**src/rtl/three_wire_rtc_serial_master_top_macros.svh**
```systemverilog
// Assertion macros shared by the three-wire RTC serial master RTL.
`ifndef THREE_WIRE_RTC_SERIAL_MASTER_TOP_MACROS_SVH
`define THREE_WIRE_RTC_SERIAL_MASTER_TOP_MACROS_SVH

// Same-cycle implication, checked at every rising clk outside reset.
`define TWRTC_ASSERT_NOW(label, ante, cons, msg) \
  label: assert property (@(posedge clk) disable iff (rst) (ante) |-> (cons)) \
    else $error(msg);

// Next-cycle implication, checked at every rising clk outside reset.
`define TWRTC_ASSERT_NEXT(label, ante, cons, msg) \
  label: assert property (@(posedge clk) disable iff (rst) (ante) |=> (cons)) \
    else $error(msg);

`endif

```
**src/rtl/twrtc_pkg.sv**
```systemverilog
// Types, codes and BCD helpers for the three-wire RTC serial master.
`default_nettype none
package twrtc_pkg;

  localparam int unsigned BITS_PER_BYTE = 8;
  localparam int unsigned BIT_IDX_W     = $clog2(BITS_PER_BYTE);
  localparam logic [BIT_IDX_W-1:0] LAST_BIT = BIT_IDX_W'(BITS_PER_BYTE - 1);

  localparam logic [1:0] OP_TICK  = 2'd0;
  localparam logic [1:0] OP_READ  = 2'd1;
  localparam logic [1:0] OP_WRITE = 2'd2;

  typedef enum logic [1:0] {
    PH_IDLE = 2'd0,
    PH_CMD  = 2'd1,
    PH_DATA = 2'd2,
    PH_FIN  = 2'd3
  } phase_t;

  typedef struct packed {
    logic [1:0] operation;
    logic [7:0] command_byte;
    logic [7:0] write_value;
    logic       io_sample;
  } in_t;

  typedef struct packed {
    logic       serial_clock;
    logic       serial_data_out;
    logic       data_drive;
    logic       chip_enable;
    logic       busy_res;
    logic       done_res;
    logic [7:0] read_value;
  } out_t;

  // Binary to BCD, tens*16+units mod 256. Quotient by 10 via *205 >> 11
  // (exact for all 8-bit inputs).
  function automatic logic [7:0] to_bcd(input logic [7:0] v);
    logic [15:0] prod;
    logic [4:0]  tens;
    logic [7:0]  tens_x10;
    logic [3:0]  units;
    prod     = 16'(v) * 16'd205;
    tens     = prod[15:11];
    tens_x10 = {tens[4:0], 3'b000} + {2'b00, tens[4:0], 1'b0};
    units    = 4'(v - tens_x10);
    return {tens[3:0], units};
  endfunction

  // BCD to binary, high*10+low, used as is for non-BCD nibbles.
  function automatic logic [7:0] from_bcd(input logic [7:0] v);
    return {1'b0, v[7:4], 3'b000} + {3'b000, v[7:4], 1'b0} + {4'b0000, v[3:0]};
  endfunction

endpackage
`default_nettype wire

```
**src/rtl/three_wire_rtc_serial_master_top.sv**
```systemverilog
// Top level of the three-wire RTC serial master: input register, sequencer, result register.
//
//   channel | direction | handshake           | payload
//   --------+-----------+---------------------+-------------------------------
//   in      | into      | in_valid / in_stall   | in_data  (operation, command, value, io)
//   out     | out of    | out_valid / out_stall | out_data (pins, busy, done, read value)
//
// Each tick transfer is held in the input register, is processed by the sequencer in
// the cycle it leaves, and shows up in the result register the next cycle; one
// transfer per cycle is sustained while the result side does not stall.
// The rate is set by the single sequencer state update per tick.
// Reset (rst, synchronous) empties both registers, returns to idle with all pins low.
// A stalled result holds; the input register then fills and in_stall rises.
`default_nettype none
module three_wire_rtc_serial_master_top (
  input  wire logic            clk,
  input  wire logic            rst,
  input  wire logic            in_valid,
  output logic                 in_stall,
  input  wire twrtc_pkg::in_t  in_data,
  output logic                 out_valid,
  input  wire logic            out_stall,
  output twrtc_pkg::out_t      out_data
);
  import twrtc_pkg::*;

  in_t  held_item;
  logic held_valid;
  out_t result;
  logic advance;

  // the sequencer consumes the held tick whenever the result slot is free or draining
  assign advance  = held_valid && (!out_valid || !out_stall);
  assign in_stall = held_valid && !advance;

  always_ff @(posedge clk) begin
    if (rst) begin
      held_valid <= 1'b0;
    end else if (in_valid && !in_stall) begin
      held_valid <= 1'b1;
    end else if (advance) begin
      held_valid <= 1'b0;
    end
  end

  // payload needs no reset
  always_ff @(posedge clk) begin
    if (in_valid && !in_stall) begin
      held_item <= in_data;
    end
  end

  twrtc_core u_core (
    .clk    (clk),
    .rst    (rst),
    .step   (advance),
    .item   (held_item),
    .result (result)
  );

  always_ff @(posedge clk) begin
    if (rst) begin
      out_valid <= 1'b0;
    end else if (advance) begin
      out_valid <= 1'b1;
    end else if (!out_stall) begin
      out_valid <= 1'b0;
    end
  end

  always_ff @(posedge clk) begin
    if (advance) begin
      out_data <= result;
    end
  end

endmodule
`default_nettype wire

```
**src/rtl/twrtc_core.sv**
```systemverilog
// Bus sequencer: state registers and per-tick pin/result logic.
`default_nettype none
`include "three_wire_rtc_serial_master_top_macros.svh"
module twrtc_core (
  input  wire logic            clk,
  input  wire logic            rst,
  input  wire logic            step,
  input  wire twrtc_pkg::in_t  item,
  output twrtc_pkg::out_t      result
);
  import twrtc_pkg::*;

  phase_t               phase, phase_next;
  logic [BIT_IDX_W-1:0] bit_count, bit_count_next;
  logic                 half_step, half_step_next;
  logic                 is_read, is_read_next;
  logic [7:0]           command_shift, command_shift_next;
  logic [7:0]           data_shift, data_shift_next;
  logic [7:0]           received_bits, received_bits_next;
  logic                 pin_clk, pin_clk_next;
  logic                 pin_dat, pin_dat_next;
  logic                 pin_drv, pin_drv_next;
  logic                 pin_ce, pin_ce_next;

  logic start;
  logic last_bit;

  assign start    = (item.operation == OP_READ) || (item.operation == OP_WRITE);
  assign last_bit = half_step && (bit_count == LAST_BIT);

  // next phase
  always_comb begin
    phase_next = phase;
    unique case (phase)
      PH_IDLE: if (start) phase_next = PH_CMD;
      PH_CMD:  if (last_bit) phase_next = PH_DATA;
      PH_DATA: if (last_bit) phase_next = PH_FIN;
      PH_FIN:  phase_next = PH_IDLE;
      default: phase_next = PH_IDLE;
    endcase
  end

  // datapath and pins
  always_comb begin
    bit_count_next     = bit_count;
    half_step_next     = half_step;
    is_read_next       = is_read;
    command_shift_next = command_shift;
    data_shift_next    = data_shift;
    received_bits_next = received_bits;
    pin_clk_next       = pin_clk;
    pin_dat_next       = pin_dat;
    pin_drv_next       = pin_drv;
    pin_ce_next        = pin_ce;
    unique case (phase)
      PH_IDLE: begin
        if (start) begin
          is_read_next       = (item.operation == OP_READ);
          command_shift_next = (item.operation == OP_READ) ?
                               (item.command_byte | 8'h01) : item.command_byte;
          data_shift_next    = to_bcd(item.write_value);
          received_bits_next = '0;
          bit_count_next     = '0;
          half_step_next     = 1'b0;
          pin_ce_next        = 1'b1;
          pin_drv_next       = 1'b1;
          pin_dat_next       = 1'b0;
          pin_clk_next       = 1'b0;
        end
      end
      PH_CMD: begin
        if (!half_step) begin
          pin_ce_next    = 1'b1;
          pin_drv_next   = 1'b1;
          pin_dat_next   = command_shift[0];
          pin_clk_next   = !is_read;
          half_step_next = 1'b1;
        end else begin
          pin_clk_next       = is_read;
          command_shift_next = {1'b0, command_shift[7:1]};
          half_step_next     = 1'b0;
          bit_count_next     = bit_count + 1'b1;
        end
      end
      PH_DATA: begin
        if (!half_step) begin
          pin_ce_next    = 1'b1;
          pin_clk_next   = 1'b1;
          pin_drv_next   = !is_read;
          pin_dat_next   = !is_read && data_shift[0];
          half_step_next = 1'b1;
        end else begin
          pin_clk_next   = 1'b0;
          half_step_next = 1'b0;
          bit_count_next = bit_count + 1'b1;
          if (is_read) begin
            pin_ce_next        = 1'b1;
            pin_drv_next       = 1'b0;
            pin_dat_next       = 1'b0;
            received_bits_next = {item.io_sample, received_bits[7:1]};
          end else begin
            data_shift_next = {1'b0, data_shift[7:1]};
          end
        end
      end
      PH_FIN: begin
        pin_clk_next   = 1'b0;
        pin_dat_next   = 1'b0;
        pin_drv_next   = 1'b0;
        pin_ce_next    = 1'b0;
        half_step_next = 1'b0;
        bit_count_next = '0;
      end
      default: ;
    endcase
  end

  always_comb begin
    result.serial_clock    = pin_clk_next;
    result.serial_data_out = pin_dat_next;
    result.data_drive      = pin_drv_next;
    result.chip_enable     = pin_ce_next;
    result.busy_res        = (phase_next != PH_IDLE);
    result.done_res        = (phase == PH_FIN);
    result.read_value      = (phase == PH_FIN && is_read) ? from_bcd(received_bits) : '0;
  end

  always_ff @(posedge clk) begin
    if (rst) begin
      phase         <= PH_IDLE;
      bit_count     <= '0;
      half_step     <= 1'b0;
      is_read       <= 1'b0;
      command_shift <= '0;
      data_shift    <= '0;
      received_bits <= '0;
      pin_clk       <= 1'b0;
      pin_dat       <= 1'b0;
      pin_drv       <= 1'b0;
      pin_ce        <= 1'b0;
    end else if (step) begin
      phase         <= phase_next;
      bit_count     <= bit_count_next;
      half_step     <= half_step_next;
      is_read       <= is_read_next;
      command_shift <= command_shift_next;
      data_shift    <= data_shift_next;
      received_bits <= received_bits_next;
      pin_clk       <= pin_clk_next;
      pin_dat       <= pin_dat_next;
      pin_drv       <= pin_drv_next;
      pin_ce        <= pin_ce_next;
    end
  end

  `TWRTC_ASSERT_NOW(a_idle_pins_low, phase == PH_IDLE, !pin_ce && !pin_clk && !pin_drv && !pin_dat, "pins not low in idle")
  `TWRTC_ASSERT_NOW(a_busy_ce_high, phase != PH_IDLE, pin_ce, "chip enable low during transaction")
  `TWRTC_ASSERT_NEXT(a_fin_to_idle, step && phase == PH_FIN, phase == PH_IDLE, "finish tick did not return to idle")
  `TWRTC_ASSERT_NEXT(a_hold_when_idle_step, !step, $stable(phase) && $stable(bit_count), "state moved without a tick")

endmodule
`default_nettype wire

```
**config.mk**
```make
export PLATFORM = sky130hd
export DESIGN_NAME = three_wire_rtc_serial_master_top
export DESIGN_NICKNAME = d
export VERILOG_FILES = /design/src/rtl/twrtc_pkg.sv /design/src/rtl/three_wire_rtc_serial_master_top.sv /design/src/rtl/twrtc_core.sv
export VERILOG_INCLUDE_DIRS = /design/src /design/src/rtl
export SDC_FILE = /design/constraint.sdc
export NUM_CORES = 1
export LEC_CHECK = 0
export BUFFER_PORTS_ARGS = -buffer_cell sky130_fd_sc_hd__buf_4
export CAP_MARGIN = 20
export CORE_AREA = 5 5 110 112
export DETAILED_ROUTE_END_ITERATION = 10
export DIE_AREA = 0 0 115 117
export SLEW_MARGIN = 30
export SYNTH_ARGS = -nofsm -noshare
export SYNTH_HDL_FRONTEND = slang
export SYNTH_SLANG_ARGS = --single-unit
export TNS_END_PERCENT = 20
```
**constraint.sdc**
```tcl
create_clock -name clk -period 4.9 [get_ports clk]
set_input_delay 0.98 -clock clk [delete_from_list [all_inputs] [get_ports clk]]
set_output_delay 0.98 -clock clk [all_outputs]
set_load 0.02 [all_outputs]
```
Word-level counts from Yosys, hierarchy flattened

Index checks and enable logic that the tools add are counted.

Eq/ne operators: 13
Multipliers: 1
Reductions and logical operators: 25
Add/sub/neg operators: 5
Multiplexer cells: 44

Operators with widths:

| operator               | count |
|---|---|
| $mux W8                | 8 |
| $pmux W8 S2            | 3 |
| $mux W1                | 21 |
| $pmux W1 S4            | 4 |
| $mul A8 B8 Y15 const B | 1 |
| $ne A2 B1 Y1 const B   | 6 |
| $reduce_and A5 Y1      | 2 |
| $pmux W3 S3            | 1 |
| $add A7 B5 Y8          | 1 |
| $add A8 B4 Y8          | 1 |
| $pmux W2 S4            | 1 |
| $reduce_bool A2 Y1     | 4 |
| $eq A2 B2 Y1 const B   | 3 |
| $logic_and A1 B1 Y1    | 6 |
| $mux W2                | 3 |
| $mux W3                | 2 |
| $reduce_and A3 Y1      | 2 |
| $logic_not A1 Y1       | 5 |
| $add A4 B4 Y4          | 1 |
| $eq A2 B1 Y1 const B   | 2 |
| $reduce_and A4 Y1      | 1 |
| $sub A4 B4 Y4          | 1 |
| $add A3 B1 Y3 const B  | 1 |
| $eq A3 B3 Y1 const B   | 1 |
| other kinds (6)        | 7 |

Input bits: 23
Output and inout bits: 16
Word-level logic and storage cells: 112
Register bits after elaboration: 70

Depth between registers and ports, before layout

Gate-level depths: netlist of run 1.

Word-level depth: 8
Gate-level depth with buffers: 20
Gate-level depth less buffers: 20

By module

From an unflattened synthesis of run 1, not the netlist that was laid out.

Cells, all modules: 396
Area, all modules: 4130.2 µm²

By module, submodules not included:

| module                           | cells each | instances | seq. area each (µm²) | area each (µm²) |
|---|---|---|---|---|
| twrtc_core                       | 353        | 1         | 700.7                | 3052.9 |
| three_wire_rtc_serial_master_top | 43         | 1         | 1031.0               | 1077.3 |

Worst setup path after synthesis of run 1

Ideal clock, no wire load.

Kind: flip-flop to flip-flop
Start point: register held_item[2] (netlist name)
End point: register u_core.data_shift[3]
Cell stages (with the launch flop): 20
Required time: 4821 ps
Buffers on the path: 0
Slack: 596 ps
Period minus slack after synthesis: 4304 ps
Arrival: 4225 ps
Setup time: 79 ps
Cells stage by stage: edfxtp_1 > ha_1 > inv_1 > ha_1 > inv_1 > fa_1 > fa_1 > inv_1 > ha_1 > and4_1 > a41oi_2 > a21boi_1 > o21ai_0 > nand2_1 > xor2_1 > ha_1 > xnor2_1 > xnor3_1 > xnor2_1 > a211oi_2

Word-level cells in the longest chain between the ends: 5

RTL lines:

| what                   | RTL line                               | source |
|---|---|---|
| start, declared        | three_wire_rtc_serial_master_top.sv:27 | `in_t held_item;` |
| start signal, assigned | three_wire_rtc_serial_master_top.sv:49 | `held_item <= in_data;` |
| $mul A8 B8 Y15         | twrtc_pkg.sv:44                        | `prod = 16'(v) * 16'd205;` |
| $add A4 B4 Y4          | twrtc_pkg.sv:46                        | `tens_x10 = {tens[4:0], 3'b000} + {2'b00, tens[4:0], 1'b0};` |
| $sub A4 B4 Y4 *        | twrtc_pkg.sv:47                        | `units = 4'(v - tens_x10);` |
| $mux W8 *              | twrtc_core.sv:57                       | `if (start) begin` |
| $pmux W8 S2 *          | twrtc_core.sv:55                       | `unique case (phase)` |
| end signal, assigned   | twrtc_core.sv:147                      | `data_shift <= data_shift_next;` |
| end, declared          | twrtc_core.sv:18                       | `logic [7:0] data_shift, data_shift_next;` |

Mark *: on every way between the ends. The rest lies on a longest branch, timed or not. The select of a mux whose other input is x is not followed.
A chain may end at the register's enable or synchronous reset.

Final worst setup path of run 1

Start point: register held_item[1] (netlist name)
End point: register u_core.data_shift[3]

Same word-level chain as after synthesis.

==> impl_metrics.py, run 1 <==
metrics = {
    "worst_setup_path": {
        "worstSetupEndpointType": "flip-flop",
        "critPathKind": "reg2reg",
        "r2r_slack_ns": 0.34,
        "cp.required_ns": 5.15,
        "r2r_cells": 20,
        "slowest_stage": "fa_1",
        "crit_family": "adder cells",
        "slowest_delay_ns": 0.55,
        "worstPathCellList": "inv_1 > ha_1 > inv_1 > ha_1 > inv_1 > fa_1 > fa_1 > inv_1 > ha_1 > and4_1 > a41oi_2 > a21boi_1 > o21ai_0 > nand2_1 > xor2_1 > ha_1 > xnor2_1 > xnor3_1 > xnor2_1 > a211oi_2",
        "r2r_start": "held_item[1]$_DFFE_PP_",
        "r2r_end": "u_core.data_shift[3]$_SDFFE_PP0P_",
        "crit_buf_inv": 4,
        "crit_arrival_ns": 4.81,
        "cp_max_fo": 5,
        "cp-start-kind": "flip-flop",
    },
    "placement": {
        "gp_congestion": 0.879,
        "place_hpwl_um": 5920,
        "io_buffer_count": 38,
    },
    "finish": {
        "syn2layout_area_growth_pct": 17.6,
        "drive_gt1_frac": 0.135,
        "nNetsFinal": 534,
        "n_antenna_cell": 0,
        "n_fill_cell": 1052,
    },
    "cts": {
        "cts_tree": "yes",
        "root_buffer": "clkbuf_16",
        "cts_buffers": 9,
        "post_cts_buffers": 0,
        "htree_levels": 3,
        "cts_sinks": 70,
        "path_clk_slew_ns": 0.06,
        "cts-resized-gates": 0,
        "cts_buffer_depth": 2,
        "worstSkewPairLatency_ns": 0.32,
        "hold_buffers": 0,
    },
    "pwr": {
        "ir_worst_vdd_mv": 0.258,
        "power.total_mw": 1.88,
        "leakagePower_nw": 2.16,
        "p_per_area_mw_per_mm2": 383,
    },
    "yosys": {
        "seq_area_frac_synth": 0.416,
        "async_flop_share": 0,
        "synth-edff-count": 33,
        "syn_area_mm2": 0.00416,
        "syn_avg_cell_area_um2": 10.2,
        "synth.distinct_cells": 48,
        "ys.flop_type": "dfxtp_1",
        "ys_warn_count": 0,
        "syn_inst": 406,
        "synth.ff_latch_count": 70,
        "syn_nets": 500,
    },
    "route": {
        "wirelength_um": 7790,
        "via_per_inst": 4.98,
        "drt_iter0_drc": 97,
        "ant_nets": 0,
        "drc": 0,
        "vias": 2928,
        "drt_pass1_iterations": 4,
        "wl_per_cell_um": 13.2,
    },
    "sta": {
        "fin_setup_tns_ns": 0,
        "fin_crit_ns": 4.56,
        "skew_ns": 0.00302,
        "maxSlewViolCount": 0,
        "rsz0062_at_grt": "false",
        "finalCritPeriodShare": 0.931,
        "hold_violations": 0,
        "setup-violations-final": 0,
        "fmax_mhz": 219,
        "slew_headroom": 0.490,
        "tightest_slew_ns": 0.765,
    },
    "floorplanning": {
        "io_pins": 39,
        "die_x_um": 115,
        "die-area_mm2": 0.0135,
        "core_region_area_mm2": 0.0111,
        "initial_core_util": 0.374,
        "num_rows": 39,
        "die_y_um": 117,
    },
    "worst_hold_path": {
        "holdPathEnd": "u_core.pin_dat$_SDFFE_PP0P_",
        "min_path_type": "reg2reg",
        "hold_start": "u_core.pin_dat$_SDFFE_PP0P_",
        "hold_depth": 2,
    },
    "grt": {
        "gr-total-overflow": 0,
        "grt_pass1_vias": 2933,
        "grt_pass1_wl_um": 13600,
        "antenna_found_initial": 0,
        "grt_max_degree": 37,
        "track_usage": 0.126,
    },
    "outcome": {
        "outcome": "finished, final reports clean",
    },
    "job": {
        "drv_cap": 0,
    },
}
stage by stage:
step,cells,hold WS [ns],setup slack [ns],util,area [µm²]
floorplan,406,0.436,0.596,-,4160
global placement,572,0.443,0.455,0.411,4580
detailed placement,572,0.453,0.332,0.411,4580
CTS,588,0.461,0.312,0.439,4890
global route,588,0.480,0.00630,0.440,4890
finish,588,0.458,0.339,0.440,4890
synthesized netlist by cell type, types with 10 or more instances:
master | number | share of area
o21ai_0 | 11 | 0.013
inv_1 | 36 | 0.032
fa_1 | 12 | 0.058
nor2_1 | 48 | 0.043
a22oi_1 | 10 | 0.018
ha_1 | 59 | 0.18
nand2_1 | 26 | 0.023
edfxtp_1 | 33 | 0.24
a21oi_1 | 36 | 0.043
dfxtp_1 | 37 | 0.18
clkbuf_1 | 15 | 0.014
worst max-delay path by stage:
| stage | startpoint | to | cells after the start |
|---|---|---|---|
| after floorplan | held_item[2]$_DFFE_PP_ | u_core.data_shift[3]$_SDFFE_PP0P_ | 19 |
| after global placement | held_item[1]$_DFFE_PP_ | u_core.data_shift[3]$_SDFFE_PP0P_ | 20 |
| after detailed placement | held_item[1]$_DFFE_PP_ | u_core.data_shift[3]$_SDFFE_PP0P_ | 20 |
| after CTS | held_item[1]$_DFFE_PP_ | u_core.data_shift[3]$_SDFFE_PP0P_ | 20 |
| after global routing | held_item[1]$_DFFE_PP_ | u_core.data_shift[3]$_SDFFE_PP0P_ | 20 |
| final | held_item[1]$_DFFE_PP_ | u_core.data_shift[3]$_SDFFE_PP0P_ | 20 |
logic make-up (layout without fill, tap and decap cells):
group	Yosys count	count (layout)	share of synthesized area
buffers and inverters	52	91	0.0469
xor gates and xnor gates	14	14	0.0328
AOI/OAI and AO/OA	87	87	0.136
muxes	10	10	0.0247
adders and majority gates	71	71	0.235
and+or+nand+nor	102	102	0.109
DFF	70	70	0.416
placed cells by master (no fill, tap or decap), drive strengths merged, types with 2 or more instances in the layout:
master	instances
ha	59
nor2	48
buf	39
dfxtp	37
inv	36
a21oi	36
edfxtp	33
nand2	26
o21ai	13
fa	12
a22oi	10
clkbuf	9
and3	8
mux2i	8
xnor2	8
nor2b	8
xor2	5
a21o	5
clkinv	4
nand3	3
a211oi	3
a22o	2
o21a	2
nand4	2
o32ai	2
nand2b	2
mux2	2
o211ai	2
bufinv	2
a21boi	2
a311o	2
routing by layer:
metal	up-vias	global-route usage	wire (µm)
met3	10	0.0355	478
met2	64	0.206	3560
met5	-	0	0
li1	1491	-	-
met4	0	0.0376	90
met1	1363	0.163	3660
power by group:
| part | switching, mW | total [mW] | internal [mW] |
|---|---|---|---|
| Clock | 0.244 | 0.686 | 0.442 |
| Sequential | 0.0186 | 0.664 | 0.646 |
| Combinational | 0.277 | 0.527 | 0.249 |
| Total | 0.540 | 1.88 | 1.34 |
final cells by class:
| type | count | area, µm² | share of cell area |
|---|---|---|---|
| multi-input combinational | 284 | 2240 | 0.458 |
| clock inverter | 7 | 88.8 | 0.0181 |
| timing repair buffer | 39 | 293 | 0.0598 |
| clock buffer | 9 | 225 | 0.0460 |
| sequential | 70 | 1730 | 0.354 |
| inverter | 36 | 135 | 0.0276 |
| tap | 143 | 179 | 0.0366 |
tightest hold or removal path: stages (launching register included):
cell,delay [ns]
dfxtp_1,0.31
nand2_1,0.05
a21oi_1,0.05
sequential cells by signal (all words and copies together), names as in the netlist:
| name | count |
|---|---|
| held_item | 19 |
| u_core.received_bits | 8 |
| u_core.pin_clk | 1 |
| u_core.data_shift | 8 |
| u_core.pin_drv | 1 |
| held_valid | 1 |
| u_core.command_shift | 8 |
| u_core.is_read | 1 |
| u_core.pin_ce | 1 |
| u_core.half_step | 1 |
| out_valid | 1 |
| u_core.pin_dat | 1 |
| u_core.phase | 2 |
| u_core.bit_count | 3 |
| out_data | 14 |
Note: power is estimated with default switching activity, not from simulation.
==> run 2, diff against run 1 <==
--- a/config.mk
+++ b/config.mk
@@ -8,9 +8,9 @@
 export LEC_CHECK = 0
 export BUFFER_PORTS_ARGS = -buffer_cell sky130_fd_sc_hd__buf_4
 export CAP_MARGIN = 20
-export CORE_AREA = 5 5 110 112
+export CORE_AREA = 2 2 107 109
 export DETAILED_ROUTE_END_ITERATION = 10
-export DIE_AREA = 0 0 115 117
+export DIE_AREA = 0 0 109 111
 export SLEW_MARGIN = 30
 export SYNTH_ARGS = -nofsm -noshare
 export SYNTH_HDL_FRONTEND = slang
==> impl_metrics.py, run 2 (synthesis gave the netlist of run 1 again) <==
metrics = {
    "outcome": {
        "outcome": "finished, final reports clean",
    },
    "pwr": {
        "ir_worst_vdd_mv": 0.201,
        "leakagePower_nw": 2.18,
        "power_frac_comb": 0.272,
        "seq_power_share": 0.344,
        "p_per_area_mw_per_mm2": 393,
        "switching_share": 0.281,
        "p_int_mw": 1.39,
        "power_frac_clock": 0.383,
        "p_sw_uw": 544,
        "power.total_mw": 1.93,
    },
    "finish": {
        "final_common_cell": "ha_1",
        "layout_common_cells": "ha_1, nor2_1, buf_4",
        "n_fill_cell": 1047,
        "largest_register": "held_item",
        "syn2layout_area_growth_pct": 18.2,
        "reg.largest.list": "held_item: 19 flops, out_data: 14 flops",
        "utilization": 0.444,
        "n_antenna_cell": 0,
        "nNetsFinal": 534,
        "ff_latch_area_mm2": 0.00173,
        "final_cell_area_mm2": 0.00492,
        "largest_reg_flops": 19,
        "drive_gt1_frac": 0.137,
        "multi_input_area_mm2": 0.00224,
        "final_cells": 588,
    },
    "placement": {
        "placed_area_mm2": 0.00458,
        "dp.cells": 572,
        "gp_congestion": 0.896,
        "place_hpwl_um": 5850,
        "dp_slack_ns": 0.315,
        "io_buffer_count": 38,
    },
    "sta": {
        "setup-violations-final": 0,
        "fin_crit_ns": 4.60,
        "fmax_mhz": 218,
        "fin_setup_tns_ns": 0,
        "setup_ws_ns": 0.302,
        "slew_headroom": 0.504,
        "finalCritPeriodShare": 0.938,
        "hold_violations": 0,
        "hold_ws_ns": 0.459,
        "rsz0062_at_grt": "false",
        "tightest_slew_ns": 0.743,
        "maxSlewViolCount": 0,
        "skew_ns": 0.00540,
    },
    "worst_hold_path": {
        "min_path_type": "reg2reg",
    },
    "floorplanning": {
        "die-area_mm2": 0.0121,
        "die_y_um": 111,
        "initial_core_util": 0.376,
        "die_x_um": 109,
        "io_pins": 39,
        "core_region_area_mm2": 0.0111,
        "num_rows": 39,
    },
    "cts": {
        "worstSkewPairLatency_ns": 0.34,
        "hold_buffers": 0,
        "cts_buffer_depth": 2,
        "cts_buffers": 9,
        "htree_levels": 3,
        "root_buffer": "clkbuf_16",
        "post_cts_buffers": 0,
        "cts-resized-gates": 0,
        "cts_tree": "yes",
        "cts_sinks": 70,
        "path_clk_slew_ns": 0.05,
    },
    "grt": {
        "grt_pass1_wl_um": 13500,
        "grt_max_degree": 37,
        "grt_pass1_vias": 2869,
        "antenna_found_initial": 0,
        "track_usage": 0.141,
        "gr-total-overflow": 0,
    },
    "worst_setup_path": {
        "worstSetupEndpointType": "flip-flop",
        "cp.required_ns": 5.15,
        "crit_arrival_ns": 4.85,
        "cp-start-kind": "flip-flop",
        "cp_max_fo": 5,
        "critPathKind": "reg2reg",
    },
    "route": {
        "drt_iter0_drc": 88,
        "drt_pass1_iterations": 7,
        "drc": 0,
        "via_per_inst": 4.98,
        "vias": 2928,
        "wl_per_cell_um": 13.3,
        "ant_nets": 0,
        "wirelength_um": 7840,
    },
    "job": {
        "drv_cap": 0,
    },
}
## run 2: changes by cell type in the layout (fill, tap and decap cells not counted), sizes merged
cell      change
bufinv        +1
clkinvlp      -1
## run 2: layout make-up
cell class	count	share of cell area
Clock buffer	9	0.0458
Clock inverter	7	0.0229
Inverter	36	0.0275
Multi-Input combinational cell	284	0.456
Sequential cell	70	0.352
Tap cell	143	0.0364
Timing Repair Buffer	39	0.0595
## run 2: critical path, stage by stage, from the launching register on
cell and delay (ns):
edfxtp_1 0.45, inv_1 0.07, ha_1 0.31, inv_1 0.07, ha_1 0.27, inv_1 0.05, fa_1 0.50, fa_1 0.54
inv_1 0.04, ha_1 0.29, and4_1 0.19, a41oi_2 0.25, a21boi_1 0.11, o21ai_0 0.15, nand2_1 0.08, xor2_1 0.16
ha_1 0.20, xnor2_1 0.15, xnor3_1 0.24, xnor2_1 0.15, a211oi_2 0.22
## run 2: power groups by stage
stage,logic (mW),registers (mW),clock network [mW]
4_1_cts,0.534,0.665,0.755
3_5_place_dp,0.528,0.677,0
2_1_floorplan,0.407,0.680,0
6_report,0.526,0.665,0.741
3_3_place_gp,0.519,0.676,0
5_1_grt,0.611,0.668,0.788
## run 2: metal layers
| metal | GRT usage | vias to the layer above | part of all wire |
|---|---|---|---|
| met2 | 0.224 | 61 | 0.47 |
| met5 | 0 | - | 0 |
| met4 | 0.0436 | 0 | 0.015 |
| met1 | 0.188 | 1367 | 0.47 |
| li1 | - | 1488 | - |
| met3 | 0.0347 | 12 | 0.042 |
## run 2: path summary, 6_finish.rpt
kind                               startpoint  depth (start not counted)                           endpoint  slack, ns
setup / recovery       held_item[1]$_DFFE_PP_                         20  u_core.data_shift[3]$_SDFFE_PP0P_       0.30
hold / removal    u_core.pin_clk$_SDFFE_PP0P_                          2        u_core.pin_clk$_SDFFE_PP0P_       0.46
setup reg to reg       held_item[1]$_DFFE_PP_                         20  u_core.data_shift[3]$_SDFFE_PP0P_       0.30
hold reg to reg   u_core.pin_clk$_SDFFE_PP0P_                          2        u_core.pin_clk$_SDFFE_PP0P_       0.46
==> run 3, diff against run 2 <==
--- a/config.mk
+++ b/config.mk
@@ -11,6 +11,7 @@
 export CORE_AREA = 2 2 107 109
 export DETAILED_ROUTE_END_ITERATION = 10
 export DIE_AREA = 0 0 109 111
+export PLACE_DENSITY = 0.55
 export SLEW_MARGIN = 30
 export SYNTH_ARGS = -nofsm -noshare
 export SYNTH_HDL_FRONTEND = slang
==> impl_metrics.py, run 3 (synthesis gave the netlist of run 1 again) <==
metrics = {
    "finish": {
        "largest_reg_flops": 19,
        "final_common_cell": "ha_1",
        "n_antenna_cell": 0,
        "layout_common_cells": "ha_1, nor2_1, buf_4",
        "drive_gt1_frac": 0.139,
        "syn2layout_area_growth_pct": 18.2,
        "largest_register": "held_item",
        "final_cells": 590,
        "nNetsFinal": 536,
        "reg.largest.list": "held_item: 19 flops, out_data: 14 flops",
    },
    "route": {
        "via_per_inst": 5.00,
        "drc": 0,
        "wl_per_cell_um": 13.5,
        "vias": 2950,
        "wirelength_um": 7940,
        "drt_iter0_drc": 120,
        "drt_pass1_iterations": 4,
        "ant_nets": 0,
    },
    "worst_setup_path": {
        "cp_max_fo": 5,
        "crit_arrival_ns": 4.82,
        "critPathKind": "reg2reg",
        "cp-start-kind": "flip-flop",
        "cp.required_ns": 5.15,
        "slowest_delay_ns": 0.54,
        "r2r_cells": 19,
        "cp.depth": 19,
        "worstSetupEndpointType": "flip-flop",
        "crit_top_cell": "ha_1",
        "slowest_stage": "fa_1",
        "crit_buf_inv": 3,
        "crit_family": "adder cells",
        "worstPathCellList": "ha_1 > inv_1 > ha_1 > inv_1 > fa_1 > fa_1 > inv_1 > ha_1 > and4_1 > a41oi_2 > a21boi_1 > o21ai_0 > nand2_1 > xor2_1 > ha_1 > xnor2_1 > xnor3_1 > xnor2_1 > a211oi_2",
    },
    "sta": {
        "fin_crit_ns": 4.57,
        "setup-violations-final": 0,
        "slew_headroom": 0.497,
        "fin_setup_tns_ns": 0,
        "skew_ns": 0.00455,
        "rsz0062_at_grt": "false",
        "hold_violations": 0,
        "maxSlewViolCount": 0,
        "finalCritPeriodShare": 0.933,
        "fmax_mhz": 219,
        "tightest_slew_ns": 0.754,
    },
    "pwr": {
        "p_sw_uw": 538,
        "p_per_area_mw_per_mm2": 385,
        "power_frac_comb": 0.282,
        "switching_share": 0.285,
        "seq_power_share": 0.351,
        "power_frac_clock": 0.367,
        "p_int_mw": 1.35,
        "leakagePower_nw": 2.18,
        "ir_worst_vdd_mv": 0.193,
    },
    "placement": {
        "dp.cells": 572,
        "io_buffer_count": 38,
        "place_hpwl_um": 6000,
        "gp_congestion": 0.882,
    },
    "job": {
        "drv_cap": 0,
    },
    "cts": {
        "cts_buffer_depth": 2,
        "post_cts_buffers": 0,
        "cts_buffers": 9,
        "root_buffer": "clkbuf_16",
        "worstSkewPairLatency_ns": 0.33,
        "cts_sinks": 70,
        "cts-resized-gates": 0,
        "htree_levels": 3,
        "cts_tree": "yes",
        "hold_buffers": 0,
        "path_clk_slew_ns": 0.06,
    },
    "floorplanning": {
        "num_rows": 39,
        "initial_core_util": 0.376,
        "die_x_um": 109,
        "die-area_mm2": 0.0121,
        "die_y_um": 111,
        "io_pins": 39,
        "core_region_area_mm2": 0.0111,
    },
    "grt": {
        "grt_pass1_wl_um": 13400,
        "use_met2": 0.221,
        "grt_pass1_vias": 2855,
        "track_usage": 0.140,
        "grt_use_met1": 0.188,
        "gr-total-overflow": 0,
        "met3_usage": 0.0370,
        "antenna_found_initial": 0,
        "grt_max_degree": 37,
        "top_usage_layer": "met2",
    },
    "outcome": {
        "outcome": "finished, final reports clean",
    },
    "worst_hold_path": {
        "hold_depth": 2,
        "min_path_type": "reg2reg",
    },
}
## run 3: cell count changes in the layout (fill, tap and decap cells not counted), sizes merged
cell      previous run  this run
clkinvlp             0         1
buf                 39        41
clkbuf               9        10
inv                 36        37
bufinv               3         2
clkinv               4         2
## run 3: worst min-delay path, delay by kind of cell, from the launching register on
family	cells	cell delay [ns]
AOI/OAI and AO/OA	1	0.05
DFF	1	0.31
and+or+nand+nor	1	0.05
## run 3: per-stage QoR
| step | worst slack (ns) | power, mW | util | instance area (µm²) | hold slack (ns) |
|---|---|---|---|---|---|
| after global placement | 0.436 | 1.20 | 0.413 | 4580 | 0.442 |
| after CTS | 0.277 | 1.92 | 0.442 | 4900 | 0.460 |
| final | 0.329 | 1.89 | 0.444 | 4920 | 0.462 |
| after global routing | 0.0529 | 2.02 | 0.444 | 4920 | 0.491 |
| after detailed placement | 0.297 | 1.21 | 0.413 | 4580 | 0.453 |
| after floorplan | 0.596 | 1.09 | - | 4160 | 0.436 |
## run 3: worst paths after layout
check                              start  slack (ns)                                end
max               held_item[2]$_DFFE_PP_        0.33  u_core.data_shift[3]$_SDFFE_PP0P_
min          u_core.pin_dat$_SDFFE_PP0P_        0.46        u_core.pin_dat$_SDFFE_PP0P_
max reg2reg       held_item[2]$_DFFE_PP_        0.33  u_core.data_shift[3]$_SDFFE_PP0P_
min reg2reg  u_core.pin_dat$_SDFFE_PP0P_        0.46        u_core.pin_dat$_SDFFE_PP0P_
## run 3: per-layer routing
metal  up-vias  part of all wire
met5         -                 0
met4         0             0.014
met3        12             0.042
met2        58              0.46
met1      1387              0.48
li1       1493                 -
## run 3: cell type report
type                    instances  area, µm²
fillers                      1064       6160
multi-input cells             284       2240
flip-flops and latches         70       1730
repair buffers                 41        308
clock buffers                  10        239
well taps                     143        179
inverters                      36        135
clock inverters                 6       83.8
## run 3: power by group through the flow
stage | Combinational [mW] | Sequential [mW] | Clock (mW)
2_1_floorplan | 0.407 | 0.680 | 0
3_3_place_gp | 0.524 | 0.676 | 0
3_5_place_dp | 0.533 | 0.677 | 0
4_1_cts | 0.539 | 0.665 | 0.714
5_1_grt | 0.617 | 0.668 | 0.739
6_report | 0.533 | 0.665 | 0.695
